--- config.mk ---
export PLATFORM = sky130hd
export DESIGN_NAME = mesh_circuit_route_allocator
export DESIGN_NICKNAME = d
export VERILOG_FILES = /design/src/hw/rtl/mcra_pkg.sv /design/src/hw/rtl/mesh_circuit_route_allocator.sv
export SDC_FILE = /design/constraint.sdc
export NUM_CORES = 1
export LEC_CHECK = 0
export BUFFER_PORTS_ARGS = -buffer_cell sky130_fd_sc_hd__buf_2
export CORE_ASPECT_RATIO = 1.5
export CORE_MARGIN = 5
export CORE_UTILIZATION = 50
export CTS_BUF_LIST = sky130_fd_sc_hd__clkbuf_8
export DETAILED_ROUTE_END_ITERATION = 12
export PLACE_DENSITY = 0.66
export SETUP_SLACK_MARGIN = 0.3
export SYNTH_ARGS = -nofsm -noshare
export SYNTH_HDL_FRONTEND = slang
export SYNTH_SLANG_ARGS = --single-unit
--- constraint.sdc ---
create_clock -name i_clk -period 4.5 [get_ports i_clk]
set_clock_uncertainty 0.15 [all_clocks]
set_input_delay 0.9 -clock i_clk [delete_from_list [all_inputs] [get_ports i_clk]]
set_output_delay 0.9 -clock i_clk [all_outputs]
set_load 0.1 [all_outputs]
--- src/hw/rtl/mcra_pkg.sv ---
// Package for the mesh circuit route allocator: sizes, codes, state type.
// No dependencies.
`default_nettype none
package mcra_pkg;
    localparam int MeshXDef = 4;
    localparam int MeshYDef = 4;
    localparam int CoordW   = 2;

    localparam logic [2:0] ST_GRANT     = 3'd0;
    localparam logic [2:0] ST_DST_BUSY  = 3'd1;
    localparam logic [2:0] ST_LINK_BUSY = 3'd2;
    localparam logic [2:0] ST_RELEASED  = 3'd3;
    localparam logic [2:0] ST_NO_CIRC   = 3'd4;
    localparam logic [2:0] ST_SAME      = 3'd5;

    // output port codes
    localparam logic [2:0] P_XP = 3'd0;
    localparam logic [2:0] P_XM = 3'd1;
    localparam logic [2:0] P_YP = 3'd2;
    localparam logic [2:0] P_YM = 3'd3;
    localparam logic [2:0] P_LO = 3'd4;

    typedef enum logic [2:0] {
        S_IDLE, S_CHECK, S_APPLY, S_EMIT, S_REFUSE
    } t_state;

    function automatic logic [4:0] en_bit(input logic [2:0] o);
        unique case (o)
            P_XP:    en_bit = 5'd4;
            P_XM:    en_bit = 5'd8;
            P_YP:    en_bit = 5'd2;
            P_YM:    en_bit = 5'd1;
            default: en_bit = 5'd16;
        endcase
    endfunction

    function automatic logic [3:0] sel_shift(input logic [2:0] o);
        unique case (o)
            P_XP:    sel_shift = 4'd4;
            P_XM:    sel_shift = 4'd6;
            P_YP:    sel_shift = 4'd2;
            P_YM:    sel_shift = 4'd0;
            default: sel_shift = 4'd8;
        endcase
    endfunction

    // arrival codes: 0 local,1 from x-,2 from x+,3 from y-,4 from y+
    function automatic logic [1:0] sel_code(input logic [2:0] o, input logic [2:0] a);
        logic [1:0] c;
        c = 2'd0;
        unique case (a)
            3'd1: c = 2'd0;
            3'd2: c = 2'd1;
            3'd3: c = 2'd3;
            3'd4: c = 2'd2;
            default: begin
                unique case (o)
                    P_XP:    c = 2'd1;
                    P_XM:    c = 2'd0;
                    P_YP:    c = 2'd2;
                    P_YM:    c = 2'd3;
                    default: c = 2'd0;
                endcase
            end
        endcase
        if (o == P_XM && a == 3'd1) c = 2'd0;
        if (o == P_YP && a == 3'd4) c = 2'd0;
        if (o == P_YM && a == 3'd3) c = 2'd0;
        sel_code = c;
    endfunction
endpackage
`default_nettype wire

--- src/hw/rtl/mesh_circuit_route_allocator.sv ---
// Top level of the mesh circuit route allocator.
// Depends on mcra_pkg.
//
//  channel | valid     | stall     | payload
//  in      | i_valid   | o_stall   | i_op, i_src_x/y, i_dst_x/y
//  out     | o_valid   | i_stall   | o_status, o_router_x/y, o_enable_bits,
//          |           |           | o_switch_bits, o_channel_open, o_last
//
// A granted request runs a check walk, an update walk and then one emit per
// router along its path; a release skips the check walk; a refusal emits a
// single word.
// One shared step unit walks the path one router per cycle, holding while an emit is stalled.
// Reset clears all tables but the circuit sources at once (16-entry flop tables with valid state).
// A stalled output word holds; no new input word is taken until the last one
// of the current item has been taken.
`default_nettype none
module mesh_circuit_route_allocator #(
    parameter int MESH_X = mcra_pkg::MeshXDef,
    parameter int MESH_Y = mcra_pkg::MeshYDef
) (
    input  wire logic       i_clk,
    input  wire logic       i_rst_n,
    input  wire logic       i_valid,
    output logic            o_stall,
    input  wire logic       i_op,
    input  wire logic [1:0] i_src_x,
    input  wire logic [1:0] i_src_y,
    input  wire logic [1:0] i_dst_x,
    input  wire logic [1:0] i_dst_y,
    output logic            o_valid,
    input  wire logic       i_stall,
    output logic [2:0]      o_status,
    output logic [1:0]      o_router_x,
    output logic [1:0]      o_router_y,
    output logic [4:0]      o_enable_bits,
    output logic [9:0]      o_switch_bits,
    output logic            o_channel_open,
    output logic            o_last
);
    localparam int NR = MESH_X * MESH_Y;
    localparam int RW = (NR > 1) ? $clog2(NR) : 1;

    mcra_pkg::t_state r_state, n_state;

    logic [3:0] r_link [NR];
    logic [4:0] r_en   [NR];
    logic [9:0] r_sw   [NR];
    logic       r_cv   [NR];
    logic [1:0] r_csx  [NR];
    logic [1:0] r_csy  [NR];
    logic       r_ch   [NR];

    // item registers
    logic       r_rel;
    logic [1:0] r_sx, r_sy, r_dx, r_dy;
    // walker
    logic [1:0] r_x, r_y, n_x, n_y;
    logic [2:0] r_arr, n_arr;
    logic [2:0] r_status;

    // clamp a 2-bit coordinate to the mesh
    function automatic logic [1:0] clampx(input logic [1:0] v);
        clampx = (32'(v) > MESH_X - 1) ? 2'(MESH_X - 1) : v;
    endfunction
    function automatic logic [1:0] clampy(input logic [1:0] v);
        clampy = (32'(v) > MESH_Y - 1) ? 2'(MESH_Y - 1) : v;
    endfunction
    function automatic logic [RW-1:0] ridx(input logic [1:0] x, input logic [1:0] y);
        ridx = RW'(32'(x) + 32'(y) * MESH_X);
    endfunction

    // shared step unit: output port and next position from the walker
    logic [2:0] w_o;
    logic [2:0] w_next_arr;
    logic [1:0] w_nx, w_ny;
    logic [RW-1:0] w_r, w_di, w_si;
    always_comb begin
        w_o = mcra_pkg::P_LO; w_nx = r_x; w_ny = r_y; w_next_arr = 3'd0;
        priority if (r_x < r_dx) begin
            w_o = mcra_pkg::P_XP; w_nx = r_x + 2'd1; w_next_arr = 3'd1;
        end else if (r_x > r_dx) begin
            w_o = mcra_pkg::P_XM; w_nx = r_x - 2'd1; w_next_arr = 3'd2;
        end else if (r_y < r_dy) begin
            w_o = mcra_pkg::P_YP; w_ny = r_y + 2'd1; w_next_arr = 3'd3;
        end else if (r_y > r_dy) begin
            w_o = mcra_pkg::P_YM; w_ny = r_y - 2'd1; w_next_arr = 3'd4;
        end
        w_r  = ridx(r_x, r_y);
        w_di = ridx(r_dx, r_dy);
        w_si = ridx(r_sx, r_sy);
    end

    logic w_in_acc, w_out_acc, w_link_busy;
    assign w_in_acc    = i_valid && !o_stall;
    assign w_out_acc   = o_valid && !i_stall;
    assign w_link_busy = (w_o != mcra_pkg::P_LO) && !r_link[w_r][w_o[1:0]];

    logic [1:0] w_cdx, w_cdy, w_csx, w_csy;
    logic [RW-1:0] w_cdi;
    always_comb begin
        w_cdx = clampx(i_dst_x); w_cdy = clampy(i_dst_y);
        w_csx = clampx(i_src_x); w_csy = clampy(i_src_y);
        w_cdi = ridx(w_cdx, w_cdy);
    end

    // sequencer: next state and walker moves
    always_comb begin
        n_state = r_state; n_x = r_x; n_y = r_y; n_arr = r_arr;
        o_stall = (r_state != mcra_pkg::S_IDLE);
        o_valid = (r_state == mcra_pkg::S_EMIT) || (r_state == mcra_pkg::S_REFUSE);
        unique case (r_state)
            mcra_pkg::S_IDLE: begin
                if (w_in_acc) begin
                    n_arr = 3'd0;
                    if (i_op) begin
                        n_x = r_csx[w_cdi]; n_y = r_csy[w_cdi];
                        n_state = r_cv[w_cdi] ? mcra_pkg::S_APPLY : mcra_pkg::S_REFUSE;
                    end else begin
                        n_x = w_csx; n_y = w_csy;
                        n_state = (w_csx == w_cdx && w_csy == w_cdy) || r_cv[w_cdi]
                                  ? mcra_pkg::S_REFUSE : mcra_pkg::S_CHECK;
                    end
                end
            end
            mcra_pkg::S_CHECK: begin
                // walk the path, refusing on a busy link; rewind to the source at its end
                if (w_link_busy) begin
                    n_state = mcra_pkg::S_REFUSE;
                end else if (w_o == mcra_pkg::P_LO) begin
                    n_state = mcra_pkg::S_APPLY; n_x = r_sx; n_y = r_sy; n_arr = 3'd0;
                end else begin
                    n_x = w_nx; n_y = w_ny; n_arr = w_next_arr;
                end
            end
            mcra_pkg::S_APPLY: begin
                if (w_o == mcra_pkg::P_LO) begin
                    n_state = mcra_pkg::S_EMIT; n_x = r_sx; n_y = r_sy; n_arr = 3'd0;
                end else begin
                    n_x = w_nx; n_y = w_ny; n_arr = w_next_arr;
                end
            end
            mcra_pkg::S_EMIT: begin
                if (w_out_acc) begin
                    if (w_o == mcra_pkg::P_LO) n_state = mcra_pkg::S_IDLE;
                    else begin
                        n_x = w_nx; n_y = w_ny; n_arr = w_next_arr;
                    end
                end
            end
            mcra_pkg::S_REFUSE: begin
                if (w_out_acc) n_state = mcra_pkg::S_IDLE;
            end
            default: n_state = mcra_pkg::S_IDLE;
        endcase
    end

    always_ff @(posedge i_clk) begin
        if (!i_rst_n) r_state <= mcra_pkg::S_IDLE;
        else          r_state <= n_state;
        r_x <= n_x; r_y <= n_y; r_arr <= n_arr;
    end

    // hold the item and pick its status
    always_ff @(posedge i_clk) begin
        if (r_state == mcra_pkg::S_IDLE && w_in_acc) begin
            r_rel <= i_op;
            r_dx  <= w_cdx; r_dy <= w_cdy;
            if (i_op) begin
                r_sx <= r_csx[w_cdi]; r_sy <= r_csy[w_cdi];
                r_status <= r_cv[w_cdi] ? mcra_pkg::ST_RELEASED : mcra_pkg::ST_NO_CIRC;
            end else begin
                r_sx <= w_csx; r_sy <= w_csy;
                if (w_csx == w_cdx && w_csy == w_cdy) r_status <= mcra_pkg::ST_SAME;
                else if (r_cv[w_cdi]) r_status <= mcra_pkg::ST_DST_BUSY;
                else r_status <= mcra_pkg::ST_GRANT;
            end
        end else if (r_state == mcra_pkg::S_CHECK && w_link_busy) begin
            r_status <= mcra_pkg::ST_LINK_BUSY;
        end
    end

    // table updates, one router per cycle
    logic [4:0] w_enb;
    logic [9:0] w_swm, w_swv;
    always_comb begin
        w_enb = mcra_pkg::en_bit(w_o);
        w_swm = 10'(10'd3 << mcra_pkg::sel_shift(w_o));
        w_swv = 10'(10'(mcra_pkg::sel_code(w_o, r_arr)) << mcra_pkg::sel_shift(w_o));
    end

    always_ff @(posedge i_clk) begin
        if (!i_rst_n) begin
            for (int i = 0; i < NR; i++) begin
                r_link[i] <= 4'hF; r_en[i] <= '0; r_sw[i] <= '0;
                r_cv[i] <= 1'b0; r_ch[i] <= 1'b0;
            end
        end else if (r_state == mcra_pkg::S_APPLY) begin
            if (r_rel) begin
                r_en[w_r] <= r_en[w_r] & ~w_enb;
                r_sw[w_r] <= r_sw[w_r] & ~w_swm;
                if (w_o != mcra_pkg::P_LO) r_link[w_r][w_o[1:0]] <= 1'b1;
            end else begin
                r_en[w_r] <= r_en[w_r] | w_enb;
                r_sw[w_r] <= r_sw[w_r] | w_swv;
                if (w_o != mcra_pkg::P_LO) r_link[w_r][w_o[1:0]] <= 1'b0;
            end
            if (w_o == mcra_pkg::P_LO) begin
                r_cv[w_di] <= !r_rel;
                r_ch[w_si] <= !r_rel;
            end
        end
    end

    always_ff @(posedge i_clk) begin
        if (r_state == mcra_pkg::S_APPLY && w_o == mcra_pkg::P_LO && !r_rel) begin
            r_csx[w_di] <= r_sx; r_csy[w_di] <= r_sy;
        end
    end

    // output word: walker position drives the router fields
    logic w_emit;
    assign w_emit = (r_state == mcra_pkg::S_EMIT);
    always_comb begin
        o_status       = r_status;
        o_router_x     = w_emit ? r_x : 2'd0;
        o_router_y     = w_emit ? r_y : 2'd0;
        o_enable_bits  = w_emit ? r_en[w_r] : 5'd0;
        o_switch_bits  = w_emit ? r_sw[w_r] : 10'd0;
        o_channel_open = w_emit ? r_ch[w_si] : 1'b0;
        o_last         = w_emit ? (w_o == mcra_pkg::P_LO) : 1'b1;
    end
endmodule
`default_nettype wire

# [After elaboration in Yosys (flattened, before gate mapping)]
# Memory sizes are Yosys's and may differ from the RTL's.
# Index checks and enable logic that the tools add are counted.
# W data, S select, Z words.
[op_classes] n_lt_le_gt_ge=6 addsub=8 n_eq_ne=23 shifts=2 n_reduce_logical=30 muxes=113 bitwise=12
[ops] op="$mux W3" n=28
[ops] op="$mux W2" n=23
[ops] op="$mux W1" n=37
[ops] op="$mux W4" n=9
[ops] op="$mux W10" n=3
[ops] op="$pmux W2 S4" n=3
[ops] op="$pmux W5 S4" n=1
[ops] op="$eq A3 B2 Y1 const B" n=6
[ops] op="$add A2 B4 Y4" n=4
[ops] op="$pmux W4 S4" n=1
[ops] op="$mux W5" n=3
[ops] op="$pmux W3 S5" n=1
[ops] op="$logic_and A1 B1 Y1" n=12
[ops] op="$pmux W3 S4" n=1
[ops] op="$and A10 B10 Y10" n=1
[ops] op="$ne A2 B2 Y1 const B" n=5
[ops] op="$not A10 Y10" n=1
[ops] op="$or A10 B10 Y10" n=1
[ops] op="$reduce_or A10 Y1" n=1
[ops] op="$shl A2 B4 Y10" n=1
[ops] op="$shl A2 B4 Y10 const A" n=1
[ops] op="$eq A3 B1 Y1 const B" n=3
[ops] op="$eq A3 B3 Y1 const B" n=3
[ops] op="$logic_not A3 Y1" n=2
[ops] op="other kinds (27)" n=43
[totals] word_cells=211 output_inout_bits=26 ff_bits=22 input_bits=13 memories=7 ram_bits=400
[memory_table] name="r_sw" words=16 width=10 read_ports=1 rd_ports_with_merged_regs=0 wr=16 line_no="mesh_circuit_route_allocator.sv:47" rtl="logic [9:0] r_sw [NR];"
[memory_table] name="r_en" words=16 width=5 read_ports=1 rd_ports_with_merged_regs=0 wr=16 line_no="mesh_circuit_route_allocator.sv:46" rtl="logic [4:0] r_en [NR];"
[memory_table] name="r_link" words=16 width=4 read_ports=1 rd_ports_with_merged_regs=0 wr=16 line_no="mesh_circuit_route_allocator.sv:45" rtl="logic [3:0] r_link [NR];"
[memory_table] name="r_csx" words=16 width=2 read_ports=1 rd_ports_with_merged_regs=0 wr=1 line_no="mesh_circuit_route_allocator.sv:49" rtl="logic [1:0] r_csx [NR];"
[memory_table] name="r_csy" words=16 width=2 read_ports=1 rd_ports_with_merged_regs=0 wr=1 line_no="mesh_circuit_route_allocator.sv:50" rtl="logic [1:0] r_csy [NR];"
[memory_table] name="r_ch" words=16 width=1 read_ports=1 rd_ports_with_merged_regs=0 wr=16 line_no="mesh_circuit_route_allocator.sv:51" rtl="logic r_ch [NR];"
[memory_table] name="+1 memories"

# [Depth between registers and ports, before layout]
# Gate-level depths: netlist of the first run.
[logic_depth] word_depth=15 mapped_depth=12 ltp_nobuf=8

# [Worst setup path after synthesis of the first run]
# OpenSTA, ideal clock, no wires.
[synth_path] kind="register to output" start="register r_x[0]" end="output o_router_x[0]" required_ns=3.450 path_slack_ns=0.375 path_stages_with_launch=6 arrival_time_ns=3.075 n_path_buf=3 path_cell_list="edfxtp_1 buf_2 buf_6 buf_4 inv_1 nor3_1"
[synth_via] elab_chain_cells=1
[synth_lines] item="from (decl)" line_no="mesh_circuit_route_allocator.sv:57" rtl="logic [1:0] r_x, r_y, n_x, n_y;"
[synth_lines] item="from (signal assigned)" line_no="mesh_circuit_route_allocator.sv:160" rtl="r_x <= n_x; r_y <= n_y; r_arr <= n_arr;"
[synth_lines] item="$mux W2" line_no="mesh_circuit_route_allocator.sv:225" rtl="o_router_x = w_emit ? r_x : 2'd0;"
[synth_lines] item="to (decl)" line_no="mesh_circuit_route_allocator.sv:33" rtl="output logic [1:0] o_router_x,"
# Every way passes these cells.

# [Worst setup path in the final report of the first run]
[layout_path] start="register r_x[0]" end="output o_switch_bits[9]"
[layout_via] elab_chain_cells=3
[layout_lines] item="$add A2 B4 Y4" line_no="mesh_circuit_route_allocator.sv:69" rtl="ridx = RW'(32'(x) + 32'(y) * MESH_X);"
[layout_lines] item="$mem_v2 Z16 W10"
[layout_lines] item="$mux W10" line_no="mesh_circuit_route_allocator.sv:228" rtl="o_switch_bits = w_emit ? r_sw[w_r] : 10'd0;"
[layout_lines] item="to (decl)" line_no="mesh_circuit_route_allocator.sv:36" rtl="output logic [9:0] o_switch_bits,"
# Every way passes these cells.

==> metrics.md, run 1 <==
| Metric | Value |
|---|---|
| Outcome | finished, final reports clean |
| DRT antenna net count | 0 |
| Largest fanout on the critical path | 20 |
| Initial core utilization | 50.4% |
| # DRC | 0 |
| Cell mode on critical path | mux4_2 |
| Final non-filler cell total | about 2000 |
| FF-to-FF setup slack | around 0.77 ns |
| Synth top area cells | edfxtp_1 59%, mux4_2 13%, nor2_1 4.0% |
| Worst path max stage delay | ~0.58 ns |
| Startpoint types | flip-flop |
| Worst Path Arrival | a little over 3 ns |
| Final min period | ~4.1 ns |
| Root Buffer | clkbuf_8 |
| Power Total | between 10 and 15 mW |
| Clk pin slew, worst setup/hold paths | 0.07 ns |
| Die Ht | 253 µm |
| Clock buffer depth | 3 |
| Via/cell ratio | approximately 6.2 |
| Core Box Area | around 39000 µm² |
| Slew at the pin closest to its max-slew limit | approximately 1 ns |
| Slew Limit Fails | 0 |
| Layout cell share with drive strength beyond 1 | a little over a fifth |
| Post-synthesis net count | between 1000 and 1500 |
| Hold_ws | just over 0.3 ns |
| First-pass GRT wire length | between 70 and 80 mm |
| Pin count of the biggest net entering global routing | 74 |
| Gr ovfl total | 0 |
| Final GP Congestion | between 0.8 and 0.9 |
| # rows | 89 |
| Commonest cells post-synth | 387 x edfxtp_1, 208 x nor2_1, 171 x nand2_1 |
| Placement Setup Slack | 0.790 ns |
| IO Count | 39 |
| Final hold viol count | 0 |
| Post-Synthesis Cells | 1450 |
| DR WL/cell | approximately 26 µm |
| Crit. End Element | primary output |
| Fmax | approximately 250 MHz |
| Cell taking the most area after synthesis | edfxtp_1 |
| Hpwl dp | ~34 mm |
| Synth Cell Area | just under 20000 µm² |
| Final Cell Area | approximately 22000 µm² |
| VDD IR max | ~430 µV |
| Sequential share of the synthesized area | about 62% |
| Total GRT Usage | 24.4% |
| CP top delay family | multiplexers |
| Primary FF master, synth | edfxtp_1 |
| Required time worst endpoint | about 3.5 ns |
| Leakage | a little over 7 nW |
| Sum of negative setup slack | 0 ns |
| PwrDens | between 500 and 600 nW/µm² |
| Cells after DPL | ~1900 |
| Inserted Clock Buffers | 66 |
| Antenna violations before repair | 1 |
| Synth Area per Inst | 13.6 µm² |
| Relative slew slack | around a third |
| IO Port Bufs | 38 |
| RSZ-0062 raised after global routing | no |
| Clock Latency Late Sink | roughly 0.63 ns |
| Placed cell areas | roughly 20000 µm² |
| Final WL | ~53 mm |
| Vias in the first global route | about 13000 |
| Worst path slowest cell | mux4_2 |
| Max_cap viols | 0 |
| WS Path Type | reg2out |
| Area Growth Syn to Fin | 10.0% |
| Yosys warnings | 0 |
| Post-route worst setup slack | between 0.4 and 0.5 ns |
| Drt first pass iters | 6 |
| Top-area cell type share of the netlist area | just under 60% |
| H-Tree Depth | 3 |
| Chip width | 172 µm |
| DRT iter0 DRCs | around 1400 |
| FFs w/ async S/R, synth | 0% |
| Count leader, synth | edfxtp_1 |
| Count of cell types in the netlist | 58 |
| Nets | approximately 1500 |
| CTS tree | yes |
| Period utilisation layout | approximately nine tenths |
| Via count | roughly 13000 |
| Layout Utilization | 55.4% |
| Worst path cell trace | buf_4, buf_16, mux4_2, mux4_2, and2_1, buf_2 |
| CTS sink cnt | ~420 |
| # setup viols final | 0 |
| Worst Path Buf+Inv | 3 |
| Synth Register Bits | 422 |
| Post-synth EDFFs | just under 400 |
| Tightest Hold Check Type | reg2reg |
| Die ar. | 43700 µm² |
-- cell families after synthesis --
| family | count (synthesis) | synth area share (%) |
|---|---|---|
| DFF | 422 | 62.4 |
| adders and majority gates | 12 | 0.760 |
| and+or+nand+nor | 566 | 12.6 |
| muxes | 146 | 14.8 |
| AOI/OAI and AO/OA | 162 | 5.87 |
| buffers and inverters | 134 | 3.22 |
| xor gates and xnor gates | 8 | 0.355 |
-- routing by layer --
metal | up-vias | track usage [%] | wire length [µm]
li1 | 5543 | - | -
met1 | 6441 | 28.8 | 18900
met2 | 548 | 43.0 | 28000
met3 | 121 | 4.22 | 3490
met4 | 0 | 11.2 | 2500
met5 | - | 0 | 0
-- worst min-delay path, stage by stage (launching register included) --
cell     delay (ns)
dfxtp_1        0.31
nand2_1        0.05
mux2i_1        0.06
-- cell usage in the layout (no fill, tap or decap), types with 10 or more instances in the layout --
cell / count
and2_1: 40
buf_2: 37
buf_4: 57
clkbuf_8: 69
clkinv_1: 20
dfxtp_1: 35
edfxtp_1: 387
ha_1: 12
inv_1: 23
mux2i_1: 25
mux4_2: 117
nand2_1: 171
nand2b_1: 10
nand3_1: 12
nor2_1: 207
nor2b_1: 11
nor3_1: 90
o211ai_1: 20
o21ai_0: 77
o31ai_1: 13
-- what timing repair did --
action | in CTS | in global routing
hold buffers | 0 | 0
setup endpoints to repair | 16 | 4
gates cloned | 1 | 1
resized for setup | 2 | 0
buffers inserted | 3 | 0
-- where the power goes --
group / internal (mW) / switching (mW) / total, mW
Sequential: 4.55 / 0.183 / 4.74
Combinational: 1.58 / 3.30 / 4.88
Clock: 1.54 / 1.50 / 3.04
Total: 7.68 / 4.98 / 12.7
-- sequential cells by signal, indices dropped and copies added (netlist names) --
register  count
o_status      3
r_link       64
r_y           2
r_dx          2
r_x           2
r_cv         16
r_rel         1
r_dy          2
r_ch         16
r_csy        32
r_arr         3
r_sy          2
r_sw        160
r_en         80
r_csx        32
r_state       3
r_sx          2
-- cell type report --
class                      instances  area (µm²)
fill                            3237       17500
sequential                       422       12300
multi-input combinational        894        6790
clock buffer                      69         950
timing repair buffer             100         753
tap                              500         626
clock inverter                    46         253
inverter                           8        30.0
antenna                            1        2.50
-- worst paths after layout --
kind,startpoint,to,cells past startpoint
worst min register to register,r_cv[1],r_cv[1],2
worst max register to register,r_x[0],r_sw[10][0],9
worst max-delay path,r_x[0],o_switch_bits[9],6
worst min-delay path,r_cv[1],r_cv[1],2
(Power assumes the default switching activity.)
==> run 2, diff against run 1 <==
==> constraint.sdc (replaced) <==
create_clock -name i_clk -period 4.5 [get_ports i_clk]
set_clock_uncertainty 0.15 [all_clocks]
set_input_delay 0.9 -clock i_clk [delete_from_list [all_inputs] [get_ports i_clk]]
set_output_delay 0.9 -clock i_clk [all_outputs]
set_load 0.01 [all_outputs]
==> run 2 against run 1 <==
  * Routed wire length is 0.53% lower
  * Core utilization rose by 0.24 points
  * Critical path depth shrank 1
  * Non-clock buffer count rose by 3
  * Global-route usage up 0.10 points
  * Cell count is 0.29% higher
  * Total power fell by 0.65%
  * Die area is the same
  * Sequential cell count stayed put
==> metrics.md, run 2 (synthesized netlist as in run 1, its figures left out) <==
| Metric | Value |
|---|---|
| Worst path max stage delay | 0.58 ns (about the same) |
| Slew at the pin closest to its max-slew limit | 1.14 ns (+0.121 ns) |
| Max_cap viols | 0 (unchanged) |
| Vias in the first global route | 13100 (+1.4%) |
| Final WL | 52.6 mm (-0.53%) |
| Final hold viol count | 0 (unchanged) |
| PwrDens | 576 nW/µm² (-1.1%) |
| Hpwl dp | 34.2 mm (+1.4%) |
| Worst Path Arrival | 3.03 ns (about the same) |
| Placed cell areas | 20500 µm² (+0.43%) |
| Total GRT Usage | 24.5% (+0.10 points) |
| Pin count of the biggest net entering global routing | 102 (+38%) |
| Commonest cells after routing, fill and taps aside | 387 x edfxtp_1, 207 x nor2_1, 171 x nand2_1 |
| Relative slew slack | 23.7% (-8.2 points) |
| Fmax | 245 MHz (about the same) |
| Clock power frac | 25.4% (+1.4 points) |
| Worst Path Buf+Inv | 2 (-1) |
| Final min period | 4.08 ns (+0.00337 ns) |
| # setup viols final | 0 (unchanged) |
| Final GP Congestion | 0.872 (+5.9%) |
| IO Port Bufs | 38 (unchanged) |
| Outcome | finished, final reports clean |
| Post-CTS Hold Fix Bufs | 0 (unchanged) |
| H-Tree Depth | 3 (unchanged) |
| Required time worst endpoint | 3.45 ns (about the same) |
| Cell mode on critical path | mux4_2 |
| CP Depth | 5 (-1) |
| Crit. End Element | primary output |
| Largest Register | r_sw |
| Chip width | 172 µm (unchanged) |
| Clock buffer depth | 3 (unchanged) |
| Max FFs per register | 160 (unchanged) |
| Layout Utilization | 55.7% (+0.24 points) |
| WS Path Type | reg2out |
| Sum of negative setup slack | 0 ns (unchanged) |
| DRT antenna net count | 0 (unchanged) |
| Hold_ws | 0.313 ns (+0.00114 ns) |
| CTS tree | yes |
| Nets | 1520 (+0.20%) |
| DRT iter0 DRCs | 1305 (-3.6%) |
| Largest regs | r_sw x160, r_en x80, r_link x64 |
| IO Count | 39 (unchanged) |
| Int Pwr | 7.77 mW (+1.2%) |
| Via count | 12700 (+0.18%) |
| Power Total | 12.6 mW (-0.65%) |
| Multi-input logic area | 6790 µm² (unchanged) |
| R2R cell count | 6 (-3) |
| Period utilisation layout | 90.6% (about the same) |
| Sw power | 4.81 mW (-3.5%) |
| Layout cell share with drive strength beyond 1 | 21.4% (+0.57 points) |
| Register share of total power | 38.1% (+0.7 points) |
| Core Box Area | 39200 µm² (unchanged) |
| Inserted Clock Buffers | 66 (unchanged) |
| Clk pin slew, worst setup/hold paths | 0.07 ns (about the same) |
| First-pass GRT wire length | 79.0 mm (about the same) |
| CTS sink cnt | 422 (unchanged) |
| Worst path cell trace | clkbuf_16, mux4_2, mux4_2, and2_1, buf_2 |
| Drt first pass iters | 6 (unchanged) |
| Gr ovfl total | 0 (unchanged) |
| Clock Latency Late Sink | 0.64 ns (about the same) |
| Combinational share of power | 36.5% (-2.0 points) |
| VDD IR max | 335 µV (-23%) |
| Leakage | 7.22 nW (+0.92%) |
| RSZ-0062 raised after global routing | yes |
| Root Buffer | clkbuf_8 |
| CP top delay family | multiplexers |
| Min-Delay Path Depth | 2 (unchanged) |
| Die ar. | 43700 µm² (unchanged) |
| Worst path slowest cell | mux4_2 |
| # DRC | 0 (unchanged) |
| Sequential cell area | 12300 µm² (unchanged) |
| Largest fanout on the critical path | 48 (+140%) |
| Switching share of total power | 38.3% (-1.1 points) |
| Startpoint types | flip-flop |
| Die Ht | 253 µm (unchanged) |
| Area Growth Syn to Fin | 10.5% |
| Antenna violations before repair | 1 (unchanged) |
| Most common cell after layout, fill and taps aside | edfxtp_1 |
| Via/cell ratio | 6.20 (-0.11%) |
| Slew Limit Fails | 0 (unchanged) |
| # rows | 89 (unchanged) |
| Fillers | 3220 (-0.53%) |
| Initial core utilization | 50.4% (unchanged) |
| DR WL/cell | 25.7 µm (-0.83%) |
| Tightest Hold Check Type | reg2reg |
| Final Cell Area | 21800 µm² (+0.43%) |
## run 2: changes by cell type in the layout (fill, tap and decap cells not counted), sizes merged
cell | before | now
clkbuf | 70 | 68
inv | 26 | 34
clkinv | 25 | 18
buf | 99 | 102
clkinvlp | 1 | 3
bufinv | 2 | 4
## run 2: metal layers
metal	wire, µm	vias up	GRT usage [%]
met1	18000	6380	28.5
met2	28400	598	43.7
met5	0	-	0
met4	2480	0	11.4
met3	3670	135	4.14
li1	-	5563	-
## run 2: stage by stage
stage               cells  worst slack (ns)
floorplan            1450             0.812
global placement     1926             0.995
detailed placement   1926             0.969
CTS                  2044             0.312
global route         2046             0.296
finish               2046             0.423
## run 2: worst reg2reg max path: cells and delay by family, from the launching register on
kind | cells | cell delay, ns
adders and majority gates | 1 | 0.35
AOI/OAI and AO/OA | 1 | 0.56
DFF | 1 | 0.57
and+or+nand+nor | 4 | 1.57
## run 2: power groups by stage
stage / logic [mW] / registers (mW) / clock network, mW
after floorplan: 3.51 / 4.73 / 0
after global routing: 4.91 / 4.82 / 3.43
after global placement: 4.51 / 4.87 / 0
after CTS: 4.56 / 4.80 / 3.24
after detailed placement: 4.54 / 4.88 / 0
final: 4.59 / 4.79 / 3.19
## run 2: layout make-up
cell class	count	area share (%)
Timing Repair Buffer	103	3.55
Clock buffer	67	4.23
Tap cell	500	2.87
Inverter	8	0.138
Clock inverter	51	1.62
Sequential cell	422	56.5
Multi-Input combinational cell	894	31.1
Antenna cell	1	0.0115
## run 2: timing repair
| action | 4_1_cts | 5_1_grt |
|---|---|---|
| setup buffers | 0 | 1 |
| setup endpoints to repair | 3 | 4 |
| gates resized for setup | 1 | 1 |
## run 2: path summary, 6_finish.rpt
kind | startpoint | end | slack (ns)
worst min-delay path | r_cv[7] | r_cv[7] | 0.31
worst max-delay path | r_x[0] | o_enable_bits[4] | 0.42
worst min register to register | r_cv[7] | r_cv[7] | 0.31
worst max register to register | r_y[1] | r_sw[13][1] | 1.02
